**src/rtl/core/dstwr_pkg.sv**
```systemverilog
`timescale 1ns / 1ps
// Package: shared types, constants and command codes for the ranging median gate.
package dstwr_pkg;

  localparam int unsigned NUM_PEERS_DEF = 8;
  localparam int unsigned TS_W          = 32;
  localparam int unsigned MM_W          = 20;
  localparam int unsigned THR_W         = 16;
  localparam int unsigned DIST_W        = 16;
  localparam int unsigned PEER_W        = 3;
  localparam int unsigned CFG_W         = 20;
  localparam int unsigned CFG_IDX_W     = 1;
  localparam int unsigned DIV_STEPS     = DIST_W;

  localparam logic [MM_W-1:0]      MM_PER_TICK_RST = 20'd307479;
  localparam logic [THR_W-1:0]     THRESHOLD_RST   = 16'd500;
  localparam logic [CFG_IDX_W-1:0] CFG_IDX_MM      = 1'b0;
  localparam logic [CFG_IDX_W-1:0] CFG_IDX_THR     = 1'b1;

  typedef struct packed {
    logic              func;
    logic [PEER_W-1:0] peer_id;
    logic [TS_W-1:0]   poll_sent_time;
    logic [TS_W-1:0]   poll_heard_time;
    logic [TS_W-1:0]   answer_sent_time;
    logic [TS_W-1:0]   answer_heard_time;
    logic [TS_W-1:0]   final_sent_time;
    logic [TS_W-1:0]   final_heard_time;
    logic [DIST_W-1:0] given_distance_mm;
  } in_item_t;

  typedef struct packed {
    logic [PEER_W-1:0] peer_out;
    logic [DIST_W-1:0] raw_distance_mm;
    logic [DIST_W-1:0] filtered_distance_mm;
    logic              valid_res;
    logic              outlier;
  } out_item_t;

  typedef enum logic [3:0] {
    DP_IDLE,
    DP_MUL_A,
    DP_MUL_B,
    DP_SUB,
    DP_MUL_LO,
    DP_MUL_HI,
    DP_ALIGN,
    DP_DIV_STEP,
    DP_RAW_ZERO,
    DP_RAW_SAT,
    DP_RAW_QUOT,
    DP_MED,
    DP_GATE
  } dp_op_e;

  typedef struct packed {
    logic func;
    logic num_zero;
    logic sat;
    logic out_free;
  } dp_status_t;

endpackage

```
**src/rtl/core/dstwr_datapath.sv**
```systemverilog
`timescale 1ns / 1ps
// Datapath: timestamp arithmetic, shared multiplier, restoring divider, history and gate.
module dstwr_datapath import dstwr_pkg::*; #(
  parameter int unsigned NUM_PEERS = NUM_PEERS_DEF
) (
  input  logic                 clk_i,
  input  logic                 rst_ni,
  input  logic                 load_i,
  input  in_item_t             in_data_i,
  input  dp_op_e               op_i,
  output dp_status_t           status_o,
  input  logic                 cfg_we_i,
  input  logic [CFG_IDX_W-1:0] cfg_index_i,
  input  logic [CFG_W-1:0]     cfg_data_i,
  output logic                 out_valid_o,
  input  logic                 out_ready_i,
  output out_item_t            out_data_o
);

  localparam int unsigned PW      = (NUM_PEERS > 1) ? $clog2(NUM_PEERS) : 1;
  localparam int unsigned SUM_W   = TS_W + 2;
  localparam int unsigned PROD_W  = 2 * TS_W;
  localparam int unsigned SCL_W   = TS_W + MM_W;
  localparam logic [1:0]  POS_LAST = 2'd2;

  typedef struct packed {
    logic [1:0]             pos;
    logic [2:0][DIST_W-1:0] h;
  } hist_row_t;

  function automatic logic [DIST_W-1:0] mid3(input logic [DIST_W-1:0] a,
                                             input logic [DIST_W-1:0] b,
                                             input logic [DIST_W-1:0] c);
    logic [DIST_W-1:0] m;
    if (a <= b && a <= c) begin
      m = (b <= c) ? b : c;
    end else if (b <= a && b <= c) begin
      m = (a <= c) ? a : c;
    end else begin
      m = (a <= b) ? a : b;
    end
    return m;
  endfunction

  // Configuration registers.
  logic [MM_W-1:0]  mm_q;
  logic [THR_W-1:0] thr_q;

  // Item registers.
  logic              func_q;
  logic [PEER_W-1:0] peer_q;
  logic [PW-1:0]     idx_q;
  logic [TS_W-1:0]   round1_q, reply1_q, round2_q, reply2_q;
  logic [SUM_W-1:0]  sum_q;
  logic [PROD_W-1:0] pa_q, pb_q, num_q;
  logic              num_zero_q;
  logic [SCL_W-1:0]  rem_q;
  logic [DIST_W-1:0] low_q, quot_q, raw_q, med_q;

  // History memory, one row per peer; a row without its valid bit reads as zero.
  hist_row_t         mem_q [NUM_PEERS];
  logic [NUM_PEERS-1:0] row_vld_q;
  hist_row_t         rd_row_q;
  logic              rd_vld_q;

  // Output register.
  logic              out_vld_q;
  out_item_t         out_q;

  logic [PW-1:0]     idx_in;
  logic [TS_W-1:0]   mul_a, mul_b;
  logic [PROD_W-1:0] mul_p;
  logic [PROD_W:0]   sub_full;
  logic [SUM_W:0]    div_t;
  logic [SUM_W+1:0]  div_sub;
  logic              div_ge;
  hist_row_t         row_eff, row_new;
  logic              in_range, upd, is_outl;
  logic [DIST_W-1:0] delta, filt;
  logic [1:0]        pos_nxt;

  assign idx_in = PW'(in_data_i.peer_id);

  // The one multiplier is shared by the two timestamp products and the two scale products.
  always_comb begin
    unique case (op_i)
      DP_MUL_A:  begin mul_a = round1_q;            mul_b = round2_q;         end
      DP_MUL_B:  begin mul_a = reply1_q;            mul_b = reply2_q;         end
      DP_MUL_LO: begin mul_a = num_q[TS_W-1:0];     mul_b = TS_W'(mm_q);      end
      DP_MUL_HI: begin mul_a = num_q[PROD_W-1:TS_W]; mul_b = TS_W'(mm_q);     end
      default:   begin mul_a = '0;                  mul_b = '0;               end
    endcase
  end
  assign mul_p = mul_a * mul_b;

  // A borrow or an all-zero difference means the numerator is not positive.
  assign sub_full = {1'b0, pa_q} - {1'b0, pb_q};

  // One restoring step: bring down the next dividend bit and try the subtract.
  assign div_t   = {rem_q[SUM_W-1:0], low_q[DIST_W-1]};
  assign div_sub = {1'b0, div_t} - {2'b00, sum_q};
  assign div_ge  = ~div_sub[SUM_W+1];

  assign status_o.func     = func_q;
  assign status_o.num_zero = num_zero_q;
  assign status_o.sat      = (rem_q >= SCL_W'(sum_q));
  assign status_o.out_free = ~out_vld_q | out_ready_i;

  // Gate logic on the stored row.
  always_comb begin
    row_eff  = rd_vld_q ? rd_row_q : '0;
    in_range = (int'(peer_q) < int'(NUM_PEERS));
    upd      = (raw_q != '0) && in_range;
    delta    = (med_q > raw_q) ? (med_q - raw_q) : (raw_q - med_q);
    is_outl  = upd && (delta > thr_q);
    if (!upd) begin
      filt = '0;
    end else if (is_outl) begin
      filt = med_q;
    end else begin
      filt = raw_q;
    end
    pos_nxt     = (row_eff.pos >= POS_LAST) ? 2'd0 : row_eff.pos + 2'd1;
    row_new     = row_eff;
    row_new.pos = pos_nxt;
    unique case (pos_nxt)
      2'd0:    row_new.h[0] = raw_q;
      2'd1:    row_new.h[1] = raw_q;
      default: row_new.h[2] = raw_q;
    endcase
  end

  always_ff @(posedge clk_i or negedge rst_ni) begin
    if (!rst_ni) begin
      mm_q  <= MM_PER_TICK_RST;
      thr_q <= THRESHOLD_RST;
    end else if (cfg_we_i) begin
      unique case (cfg_index_i)
        CFG_IDX_MM:  mm_q  <= cfg_data_i[MM_W-1:0];
        CFG_IDX_THR: thr_q <= cfg_data_i[THR_W-1:0];
        default:     ;
      endcase
    end
  end

  always_ff @(posedge clk_i) begin
    if (load_i) begin
      func_q   <= in_data_i.func;
      peer_q   <= in_data_i.peer_id;
      idx_q    <= idx_in;
      raw_q    <= in_data_i.given_distance_mm;
      round1_q <= in_data_i.answer_heard_time - in_data_i.poll_sent_time;
      reply1_q <= in_data_i.answer_sent_time - in_data_i.poll_heard_time;
      round2_q <= in_data_i.final_heard_time - in_data_i.answer_sent_time;
      reply2_q <= in_data_i.final_sent_time - in_data_i.answer_heard_time;
    end
    unique case (op_i)
      DP_MUL_A: begin
        pa_q  <= mul_p;
        sum_q <= SUM_W'(round1_q) + SUM_W'(round2_q) + SUM_W'(reply1_q) + SUM_W'(reply2_q);
      end
      DP_MUL_B: pb_q <= mul_p;
      DP_SUB: begin
        num_q      <= sub_full[PROD_W-1:0];
        num_zero_q <= sub_full[PROD_W] || (sub_full[PROD_W-1:0] == '0) || (sum_q == '0);
      end
      // The low and high scale products reuse the two product registers.
      DP_MUL_LO: pa_q <= mul_p;
      DP_MUL_HI: pb_q <= mul_p;
      DP_ALIGN: begin
        rem_q <= pb_q[SCL_W-1:0] + SCL_W'(pa_q[SCL_W-1:TS_W]);
        low_q <= pa_q[TS_W-1:TS_W-DIST_W];
      end
      DP_DIV_STEP: begin
        rem_q  <= div_ge ? SCL_W'(div_sub[SUM_W-1:0]) : SCL_W'(div_t);
        low_q  <= {low_q[DIST_W-2:0], 1'b0};
        quot_q <= {quot_q[DIST_W-2:0], div_ge};
      end
      DP_RAW_ZERO: raw_q <= '0;
      DP_RAW_SAT:  raw_q <= '1;
      DP_RAW_QUOT: raw_q <= quot_q;
      DP_MED:      med_q <= mid3(row_eff.h[0], row_eff.h[1], row_eff.h[2]);
      default:     ;
    endcase
  end

  always_ff @(posedge clk_i) begin
    if (load_i) begin
      rd_row_q <= mem_q[idx_in];
    end
    if (op_i == DP_GATE && upd) begin
      mem_q[idx_q] <= row_new;
    end
  end

  always_ff @(posedge clk_i or negedge rst_ni) begin
    if (!rst_ni) begin
      row_vld_q <= '0;
      rd_vld_q  <= 1'b0;
    end else begin
      if (load_i) begin
        rd_vld_q <= row_vld_q[idx_in];
      end
      if (op_i == DP_GATE && upd) begin
        row_vld_q[idx_q] <= 1'b1;
      end
    end
  end

  always_ff @(posedge clk_i or negedge rst_ni) begin
    if (!rst_ni) begin
      out_vld_q <= 1'b0;
    end else if (op_i == DP_GATE) begin
      out_vld_q <= 1'b1;
    end else if (out_ready_i) begin
      out_vld_q <= 1'b0;
    end
  end

  always_ff @(posedge clk_i) begin
    if (op_i == DP_GATE) begin
      out_q.peer_out             <= peer_q;
      out_q.raw_distance_mm      <= raw_q;
      out_q.filtered_distance_mm <= filt;
      out_q.valid_res            <= upd;
      out_q.outlier              <= is_outl;
    end
  end

  assign out_valid_o = out_vld_q;
  assign out_data_o  = out_q;

endmodule

```
**src/rtl/core/dstwr_ctrl.sv**
```systemverilog
`timescale 1ns / 1ps
// Controller: sequences the datapath through products, scaling, division and the gate.
module dstwr_ctrl import dstwr_pkg::*; (
  input  logic       clk_i,
  input  logic       rst_ni,
  input  logic       accept_i,
  input  dp_status_t status_i,
  output dp_op_e     op_o,
  output logic       in_ready_o
);

  localparam int unsigned CNT_W = $clog2(DIV_STEPS);

  typedef enum logic [3:0] {
    S_IDLE,
    S_START,
    S_PROD_A,
    S_PROD_B,
    S_DIFF,
    S_SCALE_LO,
    S_SCALE_HI,
    S_ALIGN,
    S_RANGE,
    S_DIV,
    S_FIX,
    S_MED,
    S_GATE,
    S_WRITE
  } state_e;

  state_e         state_q;
  dp_op_e         op_q;
  logic           in_ready_q;
  logic [CNT_W-1:0] cnt_q;

  // op_q is the datapath operation carried out in the current state.
  always_ff @(posedge clk_i or negedge rst_ni) begin
    if (!rst_ni) begin
      state_q    <= S_IDLE;
      op_q       <= DP_IDLE;
      in_ready_q <= 1'b1;
      cnt_q      <= '0;
    end else begin
      unique case (state_q)
        S_IDLE: begin
          op_q <= DP_IDLE;
          if (accept_i) begin
            in_ready_q <= 1'b0;
            state_q    <= S_START;
          end
        end
        S_START: begin
          if (status_i.func) begin
            op_q    <= DP_MED;
            state_q <= S_MED;
          end else begin
            op_q    <= DP_MUL_A;
            state_q <= S_PROD_A;
          end
        end
        S_PROD_A: begin
          op_q    <= DP_MUL_B;
          state_q <= S_PROD_B;
        end
        S_PROD_B: begin
          op_q    <= DP_SUB;
          state_q <= S_DIFF;
        end
        S_DIFF: begin
          op_q    <= DP_MUL_LO;
          state_q <= S_SCALE_LO;
        end
        S_SCALE_LO: begin
          if (status_i.num_zero) begin
            op_q    <= DP_RAW_ZERO;
            state_q <= S_FIX;
          end else begin
            op_q    <= DP_MUL_HI;
            state_q <= S_SCALE_HI;
          end
        end
        S_SCALE_HI: begin
          op_q    <= DP_ALIGN;
          state_q <= S_ALIGN;
        end
        S_ALIGN: begin
          op_q    <= DP_IDLE;
          state_q <= S_RANGE;
        end
        S_RANGE: begin
          // A leading remainder not below the sum means the quotient needs more than 16 bits.
          if (status_i.sat) begin
            op_q    <= DP_RAW_SAT;
            state_q <= S_FIX;
          end else begin
            op_q    <= DP_DIV_STEP;
            cnt_q   <= '0;
            state_q <= S_DIV;
          end
        end
        S_DIV: begin
          cnt_q <= cnt_q + 1'b1;
          if (cnt_q == CNT_W'(DIV_STEPS - 1)) begin
            op_q    <= DP_RAW_QUOT;
            state_q <= S_FIX;
          end else begin
            op_q <= DP_DIV_STEP;
          end
        end
        S_FIX: begin
          op_q    <= DP_MED;
          state_q <= S_MED;
        end
        S_MED: begin
          op_q    <= DP_IDLE;
          state_q <= S_GATE;
        end
        S_GATE: begin
          if (status_i.out_free) begin
            op_q    <= DP_GATE;
            state_q <= S_WRITE;
          end else begin
            op_q <= DP_IDLE;
          end
        end
        S_WRITE: begin
          op_q       <= DP_IDLE;
          in_ready_q <= 1'b1;
          state_q    <= S_IDLE;
        end
        default: begin
          op_q       <= DP_IDLE;
          in_ready_q <= 1'b1;
          state_q    <= S_IDLE;
        end
      endcase
    end
  end

  assign op_o       = op_q;
  assign in_ready_o = in_ready_q;

endmodule

```
**src/rtl/core/ds_twr_range_median_gate_unit.sv**
```systemverilog
`timescale 1ns / 1ps
// Top level: double-sided two-way ranging distance with a per-peer median gate.
//
//   Channel  Direction  Handshake              Payload
//   in       input      in_valid_i/in_ready_o  in_data_i  (in_item_t)
//   out      output     out_valid_o/out_ready_i out_data_o (out_item_t)
//   cfg      input      cfg_we_i               cfg_index_i, cfg_data_i
//
// The 16 restoring divider steps dominate a timestamp item's path from its transfer to the
// earliest result transfer, one quotient bit per cycle; a supplied distance skips them.
// A finished result waits in the output register; the next item is taken meanwhile and
// only stalls at its gate step if that register is still full.
// Reset clears the history valid bits at once, so no clearing pass is needed.
module ds_twr_range_median_gate_unit import dstwr_pkg::*; #(
  parameter int unsigned NUM_PEERS = NUM_PEERS_DEF
) (
  input  logic                 clk_i,
  input  logic                 rst_ni,
  input  logic                 in_valid_i,
  output logic                 in_ready_o,
  input  in_item_t             in_data_i,
  output logic                 out_valid_o,
  input  logic                 out_ready_i,
  output out_item_t            out_data_o,
  input  logic                 cfg_we_i,
  input  logic [CFG_IDX_W-1:0] cfg_index_i,
  input  logic [CFG_W-1:0]     cfg_data_i
);

  logic       accept;
  dp_op_e     op;
  dp_status_t status;

  assign accept = in_valid_i & in_ready_o;

  dstwr_ctrl u_ctrl (
    .clk_i      (clk_i),
    .rst_ni     (rst_ni),
    .accept_i   (accept),
    .status_i   (status),
    .op_o       (op),
    .in_ready_o (in_ready_o)
  );

  dstwr_datapath #(
    .NUM_PEERS (NUM_PEERS)
  ) u_datapath (
    .clk_i       (clk_i),
    .rst_ni      (rst_ni),
    .load_i      (accept),
    .in_data_i   (in_data_i),
    .op_i        (op),
    .status_o    (status),
    .cfg_we_i    (cfg_we_i),
    .cfg_index_i (cfg_index_i),
    .cfg_data_i  (cfg_data_i),
    .out_valid_o (out_valid_o),
    .out_ready_i (out_ready_i),
    .out_data_o  (out_data_o)
  );

endmodule
```
**config.mk**
```make
export PLATFORM = sky130hd
export DESIGN_NAME = ds_twr_range_median_gate_unit
export DESIGN_NICKNAME = d
export VERILOG_FILES = /design/src/rtl/core/dstwr_pkg.sv /design/src/rtl/core/dstwr_datapath.sv /design/src/rtl/core/dstwr_ctrl.sv /design/src/rtl/core/ds_twr_range_median_gate_unit.sv
export SDC_FILE = /design/constraint.sdc
export NUM_CORES = 2
export LEC_CHECK = 0
export BUFFER_PORTS_ARGS = -buffer_cell sky130_fd_sc_hd__buf_2
export CORE_MARGIN = 2
export CORE_UTILIZATION = 39
export CTS_BUF_LIST = sky130_fd_sc_hd__clkbuf_8
export CTS_CLUSTER_DIAMETER = 120
export DETAILED_ROUTE_END_ITERATION = 8
export GPL_TIMING_DRIVEN = 0
export SYNTH_ARGS = -nofsm -noshare
export SYNTH_HDL_FRONTEND = slang
export SYNTH_SLANG_ARGS = --single-unit
```
**constraint.sdc**
```tcl
create_clock -name clk_i -period 29.5 [get_ports clk_i]
set_clock_uncertainty 0.15 [all_clocks]
set_input_delay 2.95 -clock clk_i [delete_from_list [all_inputs] [get_ports clk_i]]
set_output_delay 2.95 -clock clk_i [all_outputs]
set_load 0.01 [all_outputs]
```
* After elaboration in Yosys (flattened, before gate mapping)
Memories as Yosys holds them, arrays and structs flattened. A register that Yosys moved wholly into a read port is not among the register bits.
Cells that the tools add are included.
** Word-level totals
- Output and inout bits :: 39
- Logic and storage cells :: 164
- Bits in writable memories :: 400
- Memories :: 1
- Input bits :: 238
- Register bits :: 571
** Operators by class
- $add $sub $neg :: 14
- Mux-type cells :: 44
- Equality and inequality tests :: 30
- Reduce and logical (&&, ||, !) cells :: 26
- Multiply operators :: 1
- Magnitude comparators :: 11
- Bitwise operators :: 7
** Memory list
- u_datapath.mem_q :: words 8, width 50, read ports 1, clocked after Yosys merged registers in 1, wr ports 1, line dstwr_datapath.sv:61 : hist_row_t mem_q [NUM_PEERS];
** Operator list (number)
- 16-bit 2-to-1 mux :: 11
- 32-bit case mux with 4 select lines :: 1
- 32-bit subtractor :: 4
- 52-bit case mux with 2 select lines :: 1
- 32-bit case mux with 3 select lines :: 1
- 34-bit by 32-bit adder with 34-bit output :: 2
- 64-bit by 64-bit subtractor with 65-bit output :: 1
- 16-bit <= comparator :: 4
- 64-bit logical NOT :: 1
- 32-bit by 32-bit multiplier with 64-bit output :: 1
- 52-bit by 20-bit adder with 52-bit output :: 1
- 52-bit by 34-bit >= comparator with 1-bit output :: 1
- 4-bit case mux with 13 select lines :: 1
- 50-bit 2-to-1 mux :: 1
- 16-bit case mux with 3 select lines :: 1
- 4-bit == test (second input constant) :: 11
- 4-bit 2-to-1 mux :: 11
- 4-bit case mux with 10 select lines :: 1
- 35-bit by 34-bit subtractor with 36-bit output :: 1
- 35-bit 2-to-1 mux :: 1
- 34-bit logical NOT :: 1
- 32-bit by 32-bit adder with 33-bit output :: 1
- 4-bit by 3-bit == test with 1-bit output (second input constant) :: 8
- 16-bit > comparator :: 2
- 33 further kinds :: 64

* Logic depth before layout (Yosys ltp)
- Word-level depth :: 6
- Gate-level depth with buffers :: 39
- Mapped depth without buffers :: 33

* Modules after synthesis
Synthesis repeated with hierarchy kept, for this count alone.
** Unflattened totals
- Cells, all modules :: 8606
- Area, all modules :: 90639.4 um^2
** Modules (own cells, without submodules)
- dstwr_datapath :: cells each 8517, instances 1, seq. area each 30057.6 um^2, area each 89854.9 um^2
- dstwr_ctrl :: cells each 88, instances 1, seq. area each 326.6 um^2, area each 778.2 um^2
- ds_twr_range_median_gate_unit :: cells each 1, instances 1, seq. area each 0.0 um^2, area each 6.3 um^2

* Worst setup path before layout
Ideal clock, no wire load.
- Path kind :: register to register
- Start point :: register u_ctrl.op_q[1] (netlist: u_ctrl.op_o[1])
- End point :: register u_datapath.pa_q[61], data pin
- Clock period less this slack :: 10.132 ns
- Arrival time :: 9.720 ns
- Library setup time :: 0.262 ns
- Slack :: 19.368 ns
- Stages on the path, launching flop included :: 32
- Buffers on the path :: 5
- Required time :: 29.088 ns
- Cells stage by stage :: dfrtp_1 -> clkbuf_1 -> nand2b_1 -> nor3_1 -> clkbuf_1 -> clkbuf_1 -> clkbuf_1 -> a22oi_1 -> clkbuf_1 -> nor2_1 -> fa_1 -> fa_1 -> fa_1 -> fa_1 -> fa_1 -> fa_1 -> fa_1 -> inv_1 -> fa_1 -> inv_1 -> ha_1 -> and3_1 -> and3_1 -> nand2b_1 -> nand3_1 -> a31o_2 -> a31o_2 -> o41ai_2 -> o211ai_1 -> nand3_1 -> o2bb2ai_1 -> xnor2_1
** Between the ends
- Word-level cells in the longest chain between the ends :: 4
- Elaborated cells between the ends (all ways) :: 8
- Classes of those cells :: mul: 1; eq/ne: 4; mux: 2; reduce/logical: 1
** Ends and longest elaborated chain
- start: declaration :: line dstwr_ctrl.sv:32 : dp_op_e op_q;
- start signal: assignment :: line dstwr_ctrl.sv:40 : op_q <= DP_IDLE;
- start signal: assignment :: line dstwr_ctrl.sv:46 : op_q <= DP_IDLE;
- start signal: assignment :: line dstwr_ctrl.sv:54 : op_q <= DP_MED;
- 4-bit by 3-bit == test with 1-bit output :: line dstwr_datapath.sv:86 : unique case (op_i)
- 2-bit OR reduction (no source line)
- 32-bit case mux with 3 select lines :: line dstwr_datapath.sv:86
- 32-bit by 32-bit multiplier with 64-bit output (*) :: line dstwr_datapath.sv:94 : assign mul_p = mul_a * mul_b;
- named net u_datapath.mul_p[61] :: line dstwr_datapath.sv:72 : logic [PROD_W-1:0] mul_p;
- end signal: assignment :: line dstwr_datapath.sv:159 : pa_q <= mul_p;
- end signal: assignment :: line dstwr_datapath.sv:168 : DP_MUL_LO: pa_q <= mul_p;
- end: declaration :: line dstwr_datapath.sv:55 : logic [PROD_W-1:0] pa_q, pb_q, num_q;
Mark *: on every way through the listed nets, which the timed path passes. The rest lies on a longest branch.
A chain may end at the register's enable or synchronous reset.

* Worst setup path after layout
- Start point :: register u_ctrl.op_q[0] (netlist: u_ctrl.op_o[0])
- End point :: register u_datapath.pa_q[62], data pin
The elaborated chain is that of the path after synthesis.

==> flow_summary.json <==
{
  "clock.fmax_mhz": 69.3,
  "yosysSeqAreaShare_pct": 33.6,
  "ant_nets": 0,
  "top_layer": "met5",
  "drt-pass1-iter-count": 6,
  "grt.total_usage_pct": 26.7,
  "row_count": 176,
  "instances_no_fill": 12400,
  "finalSetupViolCount": 0,
  "ctsResizeCount": 0,
  "area_delta_synth_final_pct": 10.8,
  "root_buffer": "clkbuf_8",
  "place_inst": 12000,
  "cts_tree": "yes",
  "start_util_pct": 39.3,
  "wl_met3_um": 25700,
  "syn_inst": 8679,
  "synth-main-ff-cell": "edfxtp_1",
  "nNetsFinal": 11100,
  "die_y_um": 486,
  "setup_ws_ps": 15070,
  "crit_end": "u_datapath.pa_q[62]",
  "synth.area.top_cells": "edfxtp_1 (32%), fa_1 (21%), ha_1 (9.7%), inv_1 (5.8%), nand2_1 (3.8%)",
  "synthXorXnorAreaFrac_pct": 3.61,
  "routed_via_density": 5.54,
  "cts_buffer_depth": 3,
  "wl_met1_um": 128000,
  "worstMarginPinSlew_ps": 1540,
  "worstRegToRegCells": 35,
  "drtIter0Drc": 6480,
  "crit_start": "u_ctrl.op_o[0]",
  "final_common_cell": "inv_1",
  "place.gp.congestion": 1.03,
  "routed-wl-met2_um": 143000,
  "post-route-util_pct": 43.5,
  "clk_pin_slew_worst_paths_ps": 60,
  "max-cap-violations": 1,
  "cpMaxStageDelayCell": "nor3_1",
  "end_kind": "flop",
  "htree_levels": 4,
  "synth-simple-area-share_pct": 11.3,
  "fillers": 22100,
  "synth_top_family_by_area": "adder cells",
  "synth.largest_area_cell": "edfxtp_1",
  "cp_max_fo": 10,
  "maxSlewViolCount": 5,
  "postCtsSetupBuffers": 0,
  "status": "finished, violations left",
  "rsz0062_at_grt": "false",
  "ys_types": 95,
  "critPathRequiredTime_ps": 30050,
  "grt_pass1_vias": 70000,
  "period_share_pct": 48.9,
  "violations": "capacitance limit, slew limit",
  "synth_compound_area_share_pct": 9.56,
  "max_stage_delay_ps": 1150,
  "final.min_clock_period_ps": 14430,
  "hpwl_um": 261000,
  "dr_total_vias": 68500,
  "netlist.area_leader.share_pct": 31.9,
  "core-area_um2": 230000,
  "cts_hold_buf": 0,
  "drcViolationCount": 0,
  "hold_class": "flop to flop",
  "grt_pass1_wl_um": 461000,
  "cts_sinks": 1021,
  "r2r_slack_ps": 15070,
  "dp_slack_ps": 15180,
  "cp_data_arrival_time_ps": 14990,
  "synthAdderAreaFrac_pct": 30.4,
  "criticalPathCategory": "flop to flop",
  "pin_count": 277,
  "synth_nets": 10600,
  "grt-ovfl-total": 0,
  "slew_headroom_pct": -2.88,
  "clock_latency_ps": 1010,
  "ys_warn_count": 0,
  "cts_buffers": 177,
  "drt_wl_total_um": 317000,
  "async_flop_share_pct": 5.78,
  "hold_viol": 0,
  "antenna_found_initial": 21,
  "die_area_um2": 236000,
  "r2r-end": "u_datapath.pa_q[62]",
  "cp_common_cell": "fa_1",
  "grt_max_degree": 129,
  "synth_area_um2": 90500,
  "synth.area.mux_share_pct": 4.40,
  "io_buffer_count": 276,
  "synth_edf_count": 962,
  "die_w_um": 486,
  "synth_seq_cells": 1021,
  "drive_gt1_share_pct": 9.55,
  "setup-tns-final_ps": 0,
  "synth_area_per_cell_um2": 10.4,
  "layout_common_cells": "inv_1 (1450), edfxtp_1 (962), fa_1 (939)",
  "routedWlPerCell_um": 25.6,
  "r2r_start": "u_ctrl.op_o[0]",
  "startpoint_type": "flop"
}
routing by layer:
layer  vias to the layer above  global-route usage (%)
met5                         -                       0
met3                       694                    4.43
met1                     34600                    35.0
met2                      3160                    41.8
li1                      30000                       -
met4                         8                    15.4
stage by stage:
stage          hold WS (ps)  area [um^2]
6_report                303       100000
5_1_grt                 305       100000
4_1_cts                 298       100000
3_3_place_gp            286        95700
3_5_place_dp            283        96500
2_1_floorplan           276        90500
how the worst min path moves through the flow:
stage	start	endpoint	slack, ps	cells after the start
CTS	u_datapath.quot_q[12]	u_datapath.quot_q[13]	300	0
global placement	u_datapath.quot_q[6]	u_datapath.quot_q[7]	290	0
detailed placement	u_datapath.quot_q[12]	u_datapath.quot_q[13]	280	0
floorplan	u_datapath.quot_q[9]	u_datapath.quot_q[10]	280	0
global route	u_datapath.quot_q[12]	u_datapath.quot_q[13]	300	0
finish	u_datapath.quot_q[12]	u_datapath.quot_q[13]	300	0
logic make-up after synthesis:
logic type,after synthesis
adder cells (fa/ha/maj),1638
multiplexers,256
AND/OR/NAND/NOR,2322
AO/OA/AOI/OAI,1345
buffers and inverters,1725
flip-flops,1021
XOR/XNOR,372
Yosys cell counts (9+ instances only):
cell type,count
fa_1,939
xnor2_1,261
or2_2,28
nor3_1,69
o21ai_1,18
a21o_1,184
mux2_2,112
ha_1,699
dfstp_2,16
a21boi_0,20
nor2_1,798
and4_1,14
dfrtp_1,43
o211ai_1,33
and2_1,70
a22oi_1,97
mux4_2,102
o21ai_0,248
a31o_2,9
and3_1,44
a21oi_1,385
xor2_1,110
nand2_1,906
nand2b_1,78
a31oi_1,40
edfxtp_1,962
a211o_1,11
mux2i_1,41
o21a_1,67
a211oi_1,41
inv_1,1403
a22o_1,13
a2111oi_0,9
clkbuf_1,279
nor4_1,35
o21bai_1,49
nand4_1,61
o31ai_1,17
or3_1,21
buf_1,34
nand3_1,73
nor2b_1,95
worst max-delay path, delay by kind of cell (launching register included):
kind,cells,cell delay [ps]
adders and majority gates,9,4260
DFF,1,320
AOI/OAI and AO/OA,8,2380
and+or+nand+nor,6,2230
buffers and inverters,12,4730
layout make-up:
cell class              instances  area (um^2)  area share [%]
flip-flops and latches       1021        30400            30.3
clock buffers                 180         2480            2.47
repair buffers                326         2110            2.10
inverters                    1405         5280            5.27
diodes                         16         40.0          0.0399
plain buffers                 320         1220            1.22
clock inverters               152         1270            1.26
well taps                    3026         3790            3.78
multi-input cells            5933        53700            53.6
state kept, by name, summed over array words and instances, names as in the netlist, 20 cells and up:
register / flops
u_datapath.mem_q: 400
u_datapath.sum_q: 34
u_datapath.reply2_q: 32
u_datapath.mm_q: 20
u_datapath.rd_row_q: 50
u_datapath.out_data_o: 37
u_datapath.pa_q: 64
u_datapath.rem_q: 52
u_datapath.num_q: 64
u_datapath.round1_q: 32
u_datapath.round2_q: 32
u_datapath.pb_q: 64
u_datapath.reply1_q: 32
Power is left out: the tool's default activity adds up to more than one toggle a clock period on the data nets, which glitch-free logic cannot reach.
